===== config.mk =====
export PLATFORM = sky130hd
export DESIGN_NAME = tvt_ctrl
export DESIGN_NICKNAME = d
export VERILOG_FILES = /design/src/rtl/tvt_pkg.sv /design/src/rtl/tvt_ctrl.sv
export SDC_FILE = /design/constraint.sdc
export NUM_CORES = 1
export LEC_CHECK = 0
export BUFFER_PORTS_ARGS = -buffer_cell sky130_fd_sc_hd__buf_2
export CAP_MARGIN = 20
export CORE_AREA = 2 2 83 85
export CTS_CLUSTER_DIAMETER = 30
export DETAILED_ROUTE_END_ITERATION = 16
export DIE_AREA = 0 0 85 87
export PLACE_DENSITY = 0.77
export SETUP_SLACK_MARGIN = 0.3
export SLEW_MARGIN = 20
export SYNTH_ARGS = -nofsm -noshare
export SYNTH_HDL_FRONTEND = slang
export SYNTH_SLANG_ARGS = --single-unit

===== constraint.sdc =====
create_clock -name clk -period 4.3 [get_ports clk]
set_clock_uncertainty 0.2 [all_clocks]
set_input_delay 0.86 -clock clk [delete_from_list [all_inputs] [get_ports clk]]
set_output_delay 0.86 -clock clk [all_outputs]
set_load 0.03 [all_outputs]

===== src/rtl/tvt_pkg.sv =====
// tvt_pkg: shared constants and types for the tree vote tally block
// no dependencies
`default_nettype none
package tvt_pkg;
  localparam int MAX_TREES    = 256;
  localparam int MAX_DISTINCT = 4096;
  localparam int MAX_OUT      = 64;
  localparam int DOC_W        = 31;
  localparam int TREE_W       = 8;
  localparam int VOTE_W       = 9;
  localparam int CNT_W        = $clog2(MAX_DISTINCT) + 1;
  localparam int ADDR_W       = $clog2(MAX_DISTINCT);
  localparam int HIST_D       = 257;
  localparam int HIST_AW      = 9;
  localparam int LIM_W        = 7;
  localparam int CFG_W        = 9;
  localparam int IDX_W        = 1;

  localparam logic [IDX_W-1:0] REG_RESULT_LIMIT = 1'b0;
  localparam logic [IDX_W-1:0] REG_TREE_COUNT   = 1'b1;

  localparam logic [LIM_W-1:0]  LIMIT_RESET = 7'd10;
  localparam logic [VOTE_W-1:0] TREES_RESET = 9'd256;

  typedef struct packed {
    logic                  has_pair;
    logic [DOC_W-1:0]      doc_id;
    logic [TREE_W-1:0]     tree_id;
    logic                  end_of_query;
  } in_item_t;

  typedef struct packed {
    logic [DOC_W-1:0]  chosen_doc;
    logic [VOTE_W-1:0] vote_total;
    logic              overflow;
    logic              last_result;
  } out_item_t;

  // controller to datapath
  typedef struct packed {
    logic tally;        // process one input beat
    logic commit_cur;   // commit pending current doc
    logic clr_start;    // begin clearing pass
    logic clr_step;     // clear one entry
    logic thr_start;    // begin threshold scan
    logic thr_step;     // scan one histogram bin
    logic emit_start;   // begin output walk
    logic emit_rd;      // issue store read
    logic emit_chk;     // evaluate read data
  } dp_cmd_t;

  // datapath to controller
  typedef struct packed {
    logic cur_valid;
    logic clr_done;
    logic thr_done;
    logic emit_more;    // more store entries to read and room left
    logic take;         // current read entry selected
  } dp_stat_t;
endpackage
`default_nettype wire


===== src/rtl/tvt_ctrl.sv =====
// tvt_ctrl: sequencer for tally, threshold scan, output walk and clearing
// depends on tvt_pkg
`default_nettype none
module tvt_ctrl import tvt_pkg::*; (
  input  wire logic      clk,
  input  wire logic      rst,
  input  wire logic      in_valid,
  input  wire logic      in_eoq,
  output      logic      in_ready,
  input  wire dp_stat_t  stat,
  input  wire out_item_t res,
  output      dp_cmd_t   cmd,
  output      logic      out_valid,
  input  wire logic      out_ready,
  output      out_item_t out_data
);
  typedef enum logic [3:0] {
    S_CLR, S_TALLY, S_DRAIN, S_COMMIT, S_SETTLE, S_THR, S_WAIT,
    S_EMIT_START, S_RD, S_CHK
  } state_t;

  state_t state;
  logic [1:0] drain;
  logic       hold_vld;   // a taken entry waits to be sent
  out_item_t  hold;

  logic      accept;
  logic      walk_end;    // walk finished and the last beat can be loaded
  logic      load_out;
  logic      load_last;
  out_item_t load_data;

  assign accept    = in_valid && in_ready;
  assign in_ready  = (state == S_TALLY);
  assign walk_end  = (state == S_RD) && !stat.emit_more && (!out_valid || out_ready);
  assign load_last = walk_end && hold_vld;
  assign load_out  = load_last || ((state == S_CHK) && stat.take && hold_vld);

  // held entry goes out, marked last at the end of the walk
  always_comb begin
    load_data             = hold;
    load_data.last_result = load_last;
  end

  // commands from state
  always_comb begin
    cmd            = '0;
    cmd.tally      = accept;
    cmd.commit_cur = (state == S_COMMIT);
    cmd.clr_step   = (state == S_CLR);
    cmd.thr_step   = (state == S_THR);
    cmd.emit_start = (state == S_EMIT_START);
    cmd.emit_rd    = (state == S_RD) && stat.emit_more && (!out_valid || out_ready);
    cmd.emit_chk   = (state == S_CHK);
    cmd.thr_start  = (state == S_SETTLE);
    cmd.clr_start  = walk_end;
  end

  // state and output register
  always_ff @(posedge clk) begin
    if (rst) begin
      state     <= S_CLR;
      drain     <= '0;
      out_valid <= 1'b0;
      hold_vld  <= 1'b0;
    end else begin
      if (load_out) begin
        out_valid <= 1'b1;
        out_data  <= load_data;
      end else if (out_ready) begin
        out_valid <= 1'b0;
      end
      unique case (state)
        S_CLR:   if (stat.clr_done) state <= S_TALLY;
        S_TALLY: if (accept && in_eoq) begin
          state <= S_DRAIN;
          drain <= 2'd2;
        end
        S_DRAIN: begin
          drain <= drain - 2'd1;
          if (drain == 2'd1) state <= S_COMMIT;
        end
        S_COMMIT: state <= S_SETTLE;
        S_SETTLE: if (drain == 2'd0) state <= S_THR;
        S_THR:    if (stat.thr_done) state <= S_WAIT;
        S_WAIT:   if (stat.thr_done) state <= S_EMIT_START;
        S_EMIT_START: state <= S_RD;
        S_RD: begin
          if (cmd.emit_rd) begin
            state <= S_CHK;
          end else if (walk_end) begin
            hold_vld <= 1'b0;
            state    <= S_CLR;
          end
        end
        S_CHK: begin
          if (stat.take) begin
            hold     <= res;
            hold_vld <= 1'b1;
          end
          state <= S_RD;
        end
        default: state <= S_CLR;
      endcase
    end
  end
endmodule
`default_nettype wire


==> results of run 1 <==
[cells in the final DEF, fill, tap and decap left out, types with 2 or more instances in the layout]
master,count
a21oi_1,6
and2_1,3
buf_2,102
clkbuf_8,9
clkinvlp_4,2
dfxtp_1,8
edfxtp_1,83
ha_1,2
inv_1,6
nand2_1,4
nand2b_1,2
nand3_1,2
nor2_1,7
nor3_1,3
nor4_1,3
o31ai_1,2
[kinds of logic (layout without fill, tap and decap cells)]
family / after synthesis / count (layout)
AOI/OAI and AO/OA: 18 / 18
xor gates and xnor gates: 1 / 1
adders and majority gates: 2 / 2
buffers and inverters: 13 / 126
DFF: 91 / 91
and+or+nand+nor: 33 / 33
[how the worst min path moves through the flow]
stage | startpoint | to | slack (ns) | depth (start not counted)
2_1_floorplan | hold[10]$_DFFE_PP_ | out_data[10]$_DFFE_PP_ | 0.20 | 0
3_3_place_gp | hold[22]$_DFFE_PP_ | out_data[22]$_DFFE_PP_ | 0.20 | 0
3_5_place_dp | hold[14]$_DFFE_PP_ | out_data[14]$_DFFE_PP_ | 0.20 | 0
4_1_cts | hold[10]$_DFFE_PP_ | out_data[10]$_DFFE_PP_ | 0.22 | 0
5_1_grt | hold[25]$_DFFE_PP_ | out_data[25]$_DFFE_PP_ | 0.23 | 0
6_report | hold[10]$_DFFE_PP_ | out_data[10]$_DFFE_PP_ | 0.22 | 0
[routing by layer]
metal / wire (um) / up-vias / share of wire / global-route usage
met5: 0 / - / 0 / 0
li1: - / 825 / - / -
met4: 120 / 0 / 0.024 / 0.0909
met3: 311 / 10 / 0.062 / 0.0351
met2: 2450 / 67 / 0.49 / 0.222
met1: 2110 / 795 / 0.42 / 0.168
[through the flow]
stage                     hold slack, ns  setup slack (ns)  utilization  cells  cell area (um^2)
final                              0.217              1.25        0.597    351              3920
after global routing               0.232              1.17        0.597    351              3920
after CTS                          0.220              1.25        0.594    350              3900
after detailed placement           0.205              1.28        0.563    334              3700
after global placement             0.201              1.37        0.563    334              3700
after floorplan                    0.200             0.469            -    158              3110
[area by class of cell]
class                   count  area, um^2  area share
well taps                  80         100      0.0255
clock buffers              10         128      0.0326
clock inverters             6        73.8      0.0188
multi-input cells          54         405       0.103
repair buffers            104         538       0.137
inverters                   6        22.5     0.00575
flip-flops and latches     91        2650       0.677
[worst max-delay path, delay by kind of cell (launching register included)]
family / cells / cell delay (ns)
AND/OR/NAND/NOR: 2 / 0.92
flip-flops: 1 / 0.47
buffers and inverters: 1 / 0.24
[power by group through the flow]
stage / sequential, mW / combinational [mW] / clock, mW
2_1_floorplan: 1.00 / 0.151 / 0
3_3_place_gp: 1.03 / 0.174 / 0
3_5_place_dp: 1.03 / 0.178 / 0
4_1_cts: 1.01 / 0.179 / 0.596
5_1_grt: 1.01 / 0.197 / 0.630
6_report: 1.01 / 0.177 / 0.576
[registers in the layout, indices dropped and copies added, names as in the netlist]
name and flops:
hold_vld 1, state 4, out_data 42, drain 2, hold 41, out_valid 1
==> impl_metrics.tcl, run 1 <==
set metrics [dict create \
    irDropWorstVdd_uv 275 \
    p_per_area_mw_per_mm2 449 \
    syn_area_per_cell_um2 19.7 \
    groute.usage.overall 0.139 \
    hpwlAfterDp_um 3350 \
    finalCritPeriodShare 0.708 \
    rsz0062_at_grt "no" \
    p_seq_frac 0.572 \
    yosys.area_share.simple 0.0681 \
    grt_max_degree 42 \
    p_leak_nw 1.45 \
    clkPwrFrac 0.327 \
    drc_errors 0 \
    grt_pass1_wl_um 7470 \
    post_cts_resized 0 \
    synth_compound_area_frac 0.0467 \
    drt_wl_total_um 4990 \
    crit_path_end "cmd[6]" \
    power.internal_mw 1.32 \
    cts_setup_buffers 0 \
    finalMaxSlewViolations 0 \
    fp.coreArea_mm2 0.00657 \
    synth_common_cells "edfxtp_1, dfxtp_1, nor2_1, a21oi_1, inv_1" \
    cts.clk_slew.worst_paths_ns 0.09 \
    slowest_delay_ns 0.65 \
    reg2reg_to "out_data[26]$_DFFE_PP_" \
    startpoint_type "register" \
    synth_seq_cells 91 \
    syn_area_mm2 0.00311 \
    maxCapViolations 0 \
    netlist.area_leader.share 0.802 \
    hp-class "reg2reg" \
    hold_buffers 0 \
    vias_per_cell 4.83 \
    gr-total-overflow 0 \
    drtAntennaViolNets 0 \
    grt_pass1_vias 1575 \
    synth_adder_area_share 0.00805 \
    synth.distinct_cells 35 \
    cp_cell_sequence "or4b_4, nor3b_4, buf_2" \
    worst_slew_pin_slew_ns 0.521 \
    nFillCells 509 \
    io_pins 105 \
    outcome "completed" \
    setup_tns_ns 0 \
    crit_path_end_kind "output port" \
    antenna_found_initial 0 \
    synthXorXnorAreaFrac 0.00282 \
    htreeDepth 3 \
    worstSetupPathType "reg2out" \
    vias 1697 \
    globalplace.congestion 0.789 \
    yosys.cell_count.top_type "edfxtp_1" \
    drive_above_1_share 0.472 \
    pwr-share-comb 0.100 \
    setup_violations 0 \
    cts_tree "done" \
    max_freq_ghz 0.328 \
    die_w_um 85 \
    synth_top_area_cell "edfxtp_1" \
    synthArstFlopShare 0 \
    yosys_warnings 0 \
    startpoint "state[0]$_SDFFE_PP0P_" \
    cp_max_fo 16 \
    synthTopCellsByArea "edfxtp_1, dfxtp_1, a21oi_1" \
    post-route-min-period_ns 3.05 \
    synth_top_family_by_area "simple AND/OR/NAND/NOR gates" \
    hold_viol 0 \
    synthMuxAreaShare 0 \
    relSlewSlack 0.652 \
    dominantRegCellSynth "edfxtp_1" \
    cts.sinks 91 \
    dr.pass1.iters 4 \
    syn_inst 158 \
    sw_frac_of_total 0.249 \
    io_buffer_count 102 \
    syn-num-nets 212 \
    clk_path_buf_depth 2 \
    cts-buffers-inserted 9 \
    drt_iter0_markers 75 \
    required_ns 3.24 \
    synth_edf_count 83 \
    die_area_mm2 0.00740 \
    rows 30 \
    cp_data_arrival_time_ns 1.99 \
    r2r_slack_ns 1.43 \
    cp_slowest_cell "or4b_4" \
    power.switching_uw 439 \
    initial_core_util 0.473 \
    ys_seq_area_frac 0.854 \
    die_h_um 87 \
    wl_per_cell_um 14.2 \
    clkLatencyLatePin_ns 0.35 \
    cts-root-buf "clkbuf_8" \
    nNetsFinal 320 \
    worst_r2r_startpoint "state[0]$_SDFFE_PP0P_" \
    rr_worst_depth 5 \
    diodes 0 \
    areaGrowthSynthToFinish_pct 26.2 \
    total_power_mw 1.76 \
]
(Power assumes the default switching activity.)
==> run 2, diff against run 1 <==
- clock period: 4.3 -> 3 ns (I/O delays scaled with it)
==> impl_metrics.tcl, run 2 (same netlist as run 1, synthesis figures left out) <==
set metrics [dict create \
    drive_above_1_share 0.484 \
    setup_ws_ns 0.397 \
    areaGrowthSynthToFinish_pct 25.7 \
    drtAntennaViolNets 0 \
    rsz0062_at_grt "no" \
    initial_core_util 0.473 \
    worst_slew_pin_slew_ns 0.494 \
    cts-root-buf "clkbuf_8" \
    hold_viol 0 \
    relSlewSlack 0.671 \
    hp-class "reg2reg" \
    wl_per_cell_um 13.8 \
    cp_data_arrival_time_ns 1.80 \
    largest_reg_flops 42 \
    setup_tns_ns 0 \
    nNetsFinal 322 \
    cp_slowest_cell "or4b_4" \
    grt_max_degree 42 \
    io_pins 105 \
    startpoint "state[0]$_SDFFE_PP0P_" \
    post-route-min-period_ns 2.60 \
    cp_max_fo 16 \
    cp_num_buf_inv 1 \
    cp_cell_sequence "or4b_4, nor3b_4, clkbuf_4" \
    final_common_cell "buf_2" \
    drt_iter0_markers 57 \
    mostFrequentLayoutCells "buf_2, edfxtp_1, clkbuf_8, nor2_1" \
    cts.sinks 91 \
    worstSetupPathType "reg2out" \
    hold_buffers 0 \
    clkLatencyLatePin_ns 0.33 \
    grt_pass1_vias 1509 \
    startpoint_type "register" \
    io_buffer_count 102 \
    p_leak_nw 1.45 \
    globalplace.congestion 0.827 \
    maxCapViolations 0 \
    grt_pass1_wl_um 7170 \
    drt_wl_total_um 4890 \
    largestRegisters "out_data (42), hold (41), state (4)" \
    slowest_delay_ns 0.61 \
    drc_errors 0 \
    die_area_mm2 0.00740 \
    regMostFlops "out_data" \
    crit_family "simple AND/OR/NAND/NOR gates" \
    dr.pass1.iters 4 \
    finalMaxSlewViolations 0 \
    diodes 0 \
    finalCritPeriodShare 0.868 \
    setup_violations 0 \
    die_h_um 87 \
    gr-total-overflow 0 \
    place_ws_ns 0.605 \
    finalInstanceArea_mm2 0.00390 \
    clk_path_buf_depth 2 \
    placed_area_mm2 0.00371 \
    rows 30 \
    cts-buffers-inserted 9 \
    die_w_um 85 \
    groute.usage.overall 0.130 \
    cts.clk_slew.worst_paths_ns 0.09 \
    irDropWorstVdd_uv 395 \
    max_freq_ghz 0.384 \
    p_per_area_mw_per_mm2 622 \
    fp.coreArea_mm2 0.00657 \
    crit_path_end_kind "output port" \
    worst_r2r_startpoint "state[0]$_SDFFE_PP0P_" \
    required_ns 2.20 \
    cts_tree "done" \
    antenna_found_initial 0 \
    outcome "completed" \
    total_power_mw 2.43 \
    hpwlAfterDp_um 3400 \
    vias_per_cell 4.90 \
    worstHoldStart "hold[24]$_DFFE_PP_" \
    htreeDepth 3 \
    vias 1731 \
]
## run 2: worst paths after layout
kind,to,depth (start not counted),slack [ns]
max,cmd[6],3,0.40
min,out_data[24]$_DFFE_PP_,0,0.22
max reg2reg,out_data[32]$_DFFE_PP_,6,0.63
min reg2reg,out_data[24]$_DFFE_PP_,0,0.22
## run 2: layer usage
layer / vias to the layer above / part of all wire / track usage
met5: - / 0 / 0
met4: 0 / 0.015 / 0.0606
met3: 8 / 0.067 / 0.0389
met2: 73 / 0.49 / 0.202
met1: 820 / 0.43 / 0.168
li1: 830 / - / -
## run 2: where the power goes
part | leakage (nW) | switching [mW] | internal (mW) | total (mW)
logic | 0.558 | 0.151 | 0.109 | 0.260
registers | 0.810 | 0.0548 | 1.39 | 1.45
clock network | 0.0868 | 0.414 | 0.307 | 0.721
total | 1.45 | 0.619 | 1.81 | 2.43
## run 2: metrics by stage
| step | hold WS (ns) | instances | utilization |
|---|---|---|---|
| floorplan | 0.200 | 158 | - |
| global placement | 0.200 | 336 | 0.565 |
| detailed placement | 0.205 | 336 | 0.565 |
| CTS | 0.213 | 352 | 0.593 |
| global route | 0.206 | 353 | 0.594 |
| finish | 0.221 | 353 | 0.594 |
## run 2: cell type report
cell class              count  area, um^2
inverters                   6        22.5
multi-input cells          54         405
repair buffers            106         543
well taps                  80         100
fillers                   498        2670
clock inverters             7        52.6
clock buffers               9         124
flip-flops and latches     91        2660
## run 2: worst register-to-register path, cell delays in order (launching register included)
cell     delay [ns]
dfxtp_2        0.41
or4b_4         0.62
nor3b_4        0.22
buf_4          0.15
o21ai_2        0.08
nor2_4         0.09
buf_4          0.28
## run 2: repair_timing
item / 4_1_cts / 5_1_grt
hold endpoints to repair: 0 / 0
pin swaps: 0 / 1
gates resized for setup: 3 / 1
setup endpoints to repair: 1 / 1
setup buffers: 0 / 1
==> run 3, diff against run 2 <==
- GPL_ROUTABILITY_DRIVEN: unset -> 0
- PLACE_DENSITY: 0.77 -> unset
- PLACE_DENSITY_LB_ADDON: unset -> 0.15
==> impl_metrics.tcl, run 3 (same netlist as run 1, synthesis figures left out) <==
set metrics [dict create \
    hold_viol 0 \
    fp.coreArea_mm2 0.00657 \
    dr.pass1.iters 4 \
    drt_iter0_markers 75 \
    hpwlAfterDp_um 3410 \
    grt_max_degree 42 \
    drtAntennaViolNets 0 \
    hold_buffers 0 \
    final_common_cell "buf_2" \
    cts-buffers-inserted 9 \
    areaGrowthSynthToFinish_pct 27.5 \
    crit_path_end_kind "output port" \
    finalCritPeriodShare 0.861 \
    mostFrequentLayoutCells "buf_2, edfxtp_1, clkbuf_8, nor2_1" \
    finalInstanceArea_mm2 0.00396 \
    wl_per_cell_um 13.9 \
    groute.usage.overall 0.134 \
    setup_tns_ns 0 \
    cts.sinks 91 \
    startpoint_type "register" \
    cp_cell_sequence "or4b_4, nor3b_4, clkbuf_4" \
    maxCapViolations 0 \
    vias 1678 \
    rsz0062_at_grt "no" \
    cp_slowest_cell "or4b_4" \
    max_freq_ghz 0.387 \
    grt_pass1_wl_um 7270 \
    gr-total-overflow 0 \
    diodes 0 \
    die_area_mm2 0.00740 \
    largest_reg_flops 42 \
    initial_core_util 0.473 \
    clkPwrFrac 0.319 \
    vias_per_cell 4.74 \
    nNetsFinal 323 \
    rows 30 \
    irDropWorstVdd_uv 481 \
    clkLatencyLatePin_ns 0.34 \
    drc_errors 0 \
    io_buffer_count 102 \
    sw_frac_of_total 0.244 \
    io_pins 105 \
    clk_path_buf_depth 2 \
    power.switching_uw 614 \
    outcome "completed" \
    placed_area_mm2 0.00375 \
    setup_violations 0 \
    cp_max_fo 12 \
    pwr-share-comb 0.123 \
    power.internal_mw 1.91 \
    drive_above_1_share 0.485 \
    die_h_um 87 \
    regMostFlops "out_data" \
    cts_tree "done" \
    p_per_area_mw_per_mm2 636 \
    die_w_um 85 \
    worst_slew_pin_slew_ns 0.520 \
    relSlewSlack 0.653 \
    hp-class "reg2reg" \
    worstSetupPathType "reg2out" \
    cp_data_arrival_time_ns 1.78 \
    slowest_delay_ns 0.52 \
    required_ns 2.20 \
    largestRegisters "out_data (42), hold (41), state (4)" \
    drt_wl_total_um 4930 \
    antenna_found_initial 0 \
    cts_setup_buffers 0 \
    cts.clk_slew.worst_paths_ns 0.09 \
    p_leak_nw 1.47 \
    finalMaxSlewViolations 0 \
    p_seq_frac 0.558 \
    grt_pass1_vias 1549 \
    cts-root-buf "clkbuf_8" \
    post-route-min-period_ns 2.58 \
    htreeDepth 3 \
]
-- run 3: changes by cell type in the layout (fill, tap and decap cells not counted), sizes merged --
| cell | previous run | this run |
|---|---|---|
| clkinv | 4 | 1 |
| buf | 105 | 106 |
| bufinv | 0 | 1 |
| clkbuf | 10 | 11 |
| clkinvlp | 1 | 2 |
-- run 3: area by class of cell --
cell class	count	area [um^2]
Clock buffer	10	128
Tap cell	80	100
Fill cell	511	2610
Clock inverter	6	71.3
Multi-Input combinational cell	54	405
Sequential cell	91	2660
Timing Repair Buffer	107	576
Inverter	6	22.5
-- run 3: power by group through the flow --
| stage | sequential (mW) | clock [mW] | combinational, mW |
|---|---|---|---|
| finish | 1.41 | 0.803 | 0.310 |
| global route | 1.41 | 0.887 | 0.345 |
| CTS | 1.41 | 0.840 | 0.310 |
| detailed placement | 1.44 | 0 | 0.309 |
| global placement | 1.44 | 0 | 0.308 |
| floorplan | 1.44 | 0 | 0.217 |
-- run 3: routing by layer --
metal / wire length, um / global-route usage / part of all wire
met5: 0 / 0 / 0
met4: 57 / 0.0779 / 0.012
met3: 343 / 0.0398 / 0.070
met2: 2440 / 0.212 / 0.50
met1: 2090 / 0.164 / 0.42
-- run 3: metrics by stage --
step | setup slack [ns] | cells | hold WS, ns | utilization | power (mW)
3_3_place_gp | 0.582 | 338 | 0.200 | 0.571 | 1.74
3_5_place_dp | 0.572 | 338 | 0.205 | 0.571 | 1.74
6_report | 0.416 | 354 | 0.215 | 0.603 | 2.52
5_1_grt | 0.325 | 354 | 0.198 | 0.603 | 2.64
2_1_floorplan | 0.491 | 158 | 0.200 | - | 1.66
4_1_cts | 0.331 | 354 | 0.204 | 0.602 | 2.56
-- run 3: path summary, 6_finish.rpt --
check	from	endpoint	slack [ns]	cells after the start
max	state[3]$_SDFFE_PP0P_	cmd[6]	0.42	3
min reg2reg	hold[17]$_DFFE_PP_	out_data[17]$_DFFE_PP_	0.21	0
min	hold[17]$_DFFE_PP_	out_data[17]$_DFFE_PP_	0.21	0
max reg2reg	state[3]$_SDFFE_PP0P_	out_data[33]$_DFFE_PP_	0.71	5
-- run 3: repair_timing --
| action | in CTS | in global routing |
|---|---|---|
| gates resized for setup | 1 | 3 |
| setup endpoints to repair | 1 | 1 |
| pin swaps | 0 | 0 |
-- run 3: critical path: cells and delay by family, from the launching register on --
family,cells,cell delay [ns]
AND/OR/NAND/NOR,2,0.78
flip-flops,1,0.41
buffers and inverters,1,0.25
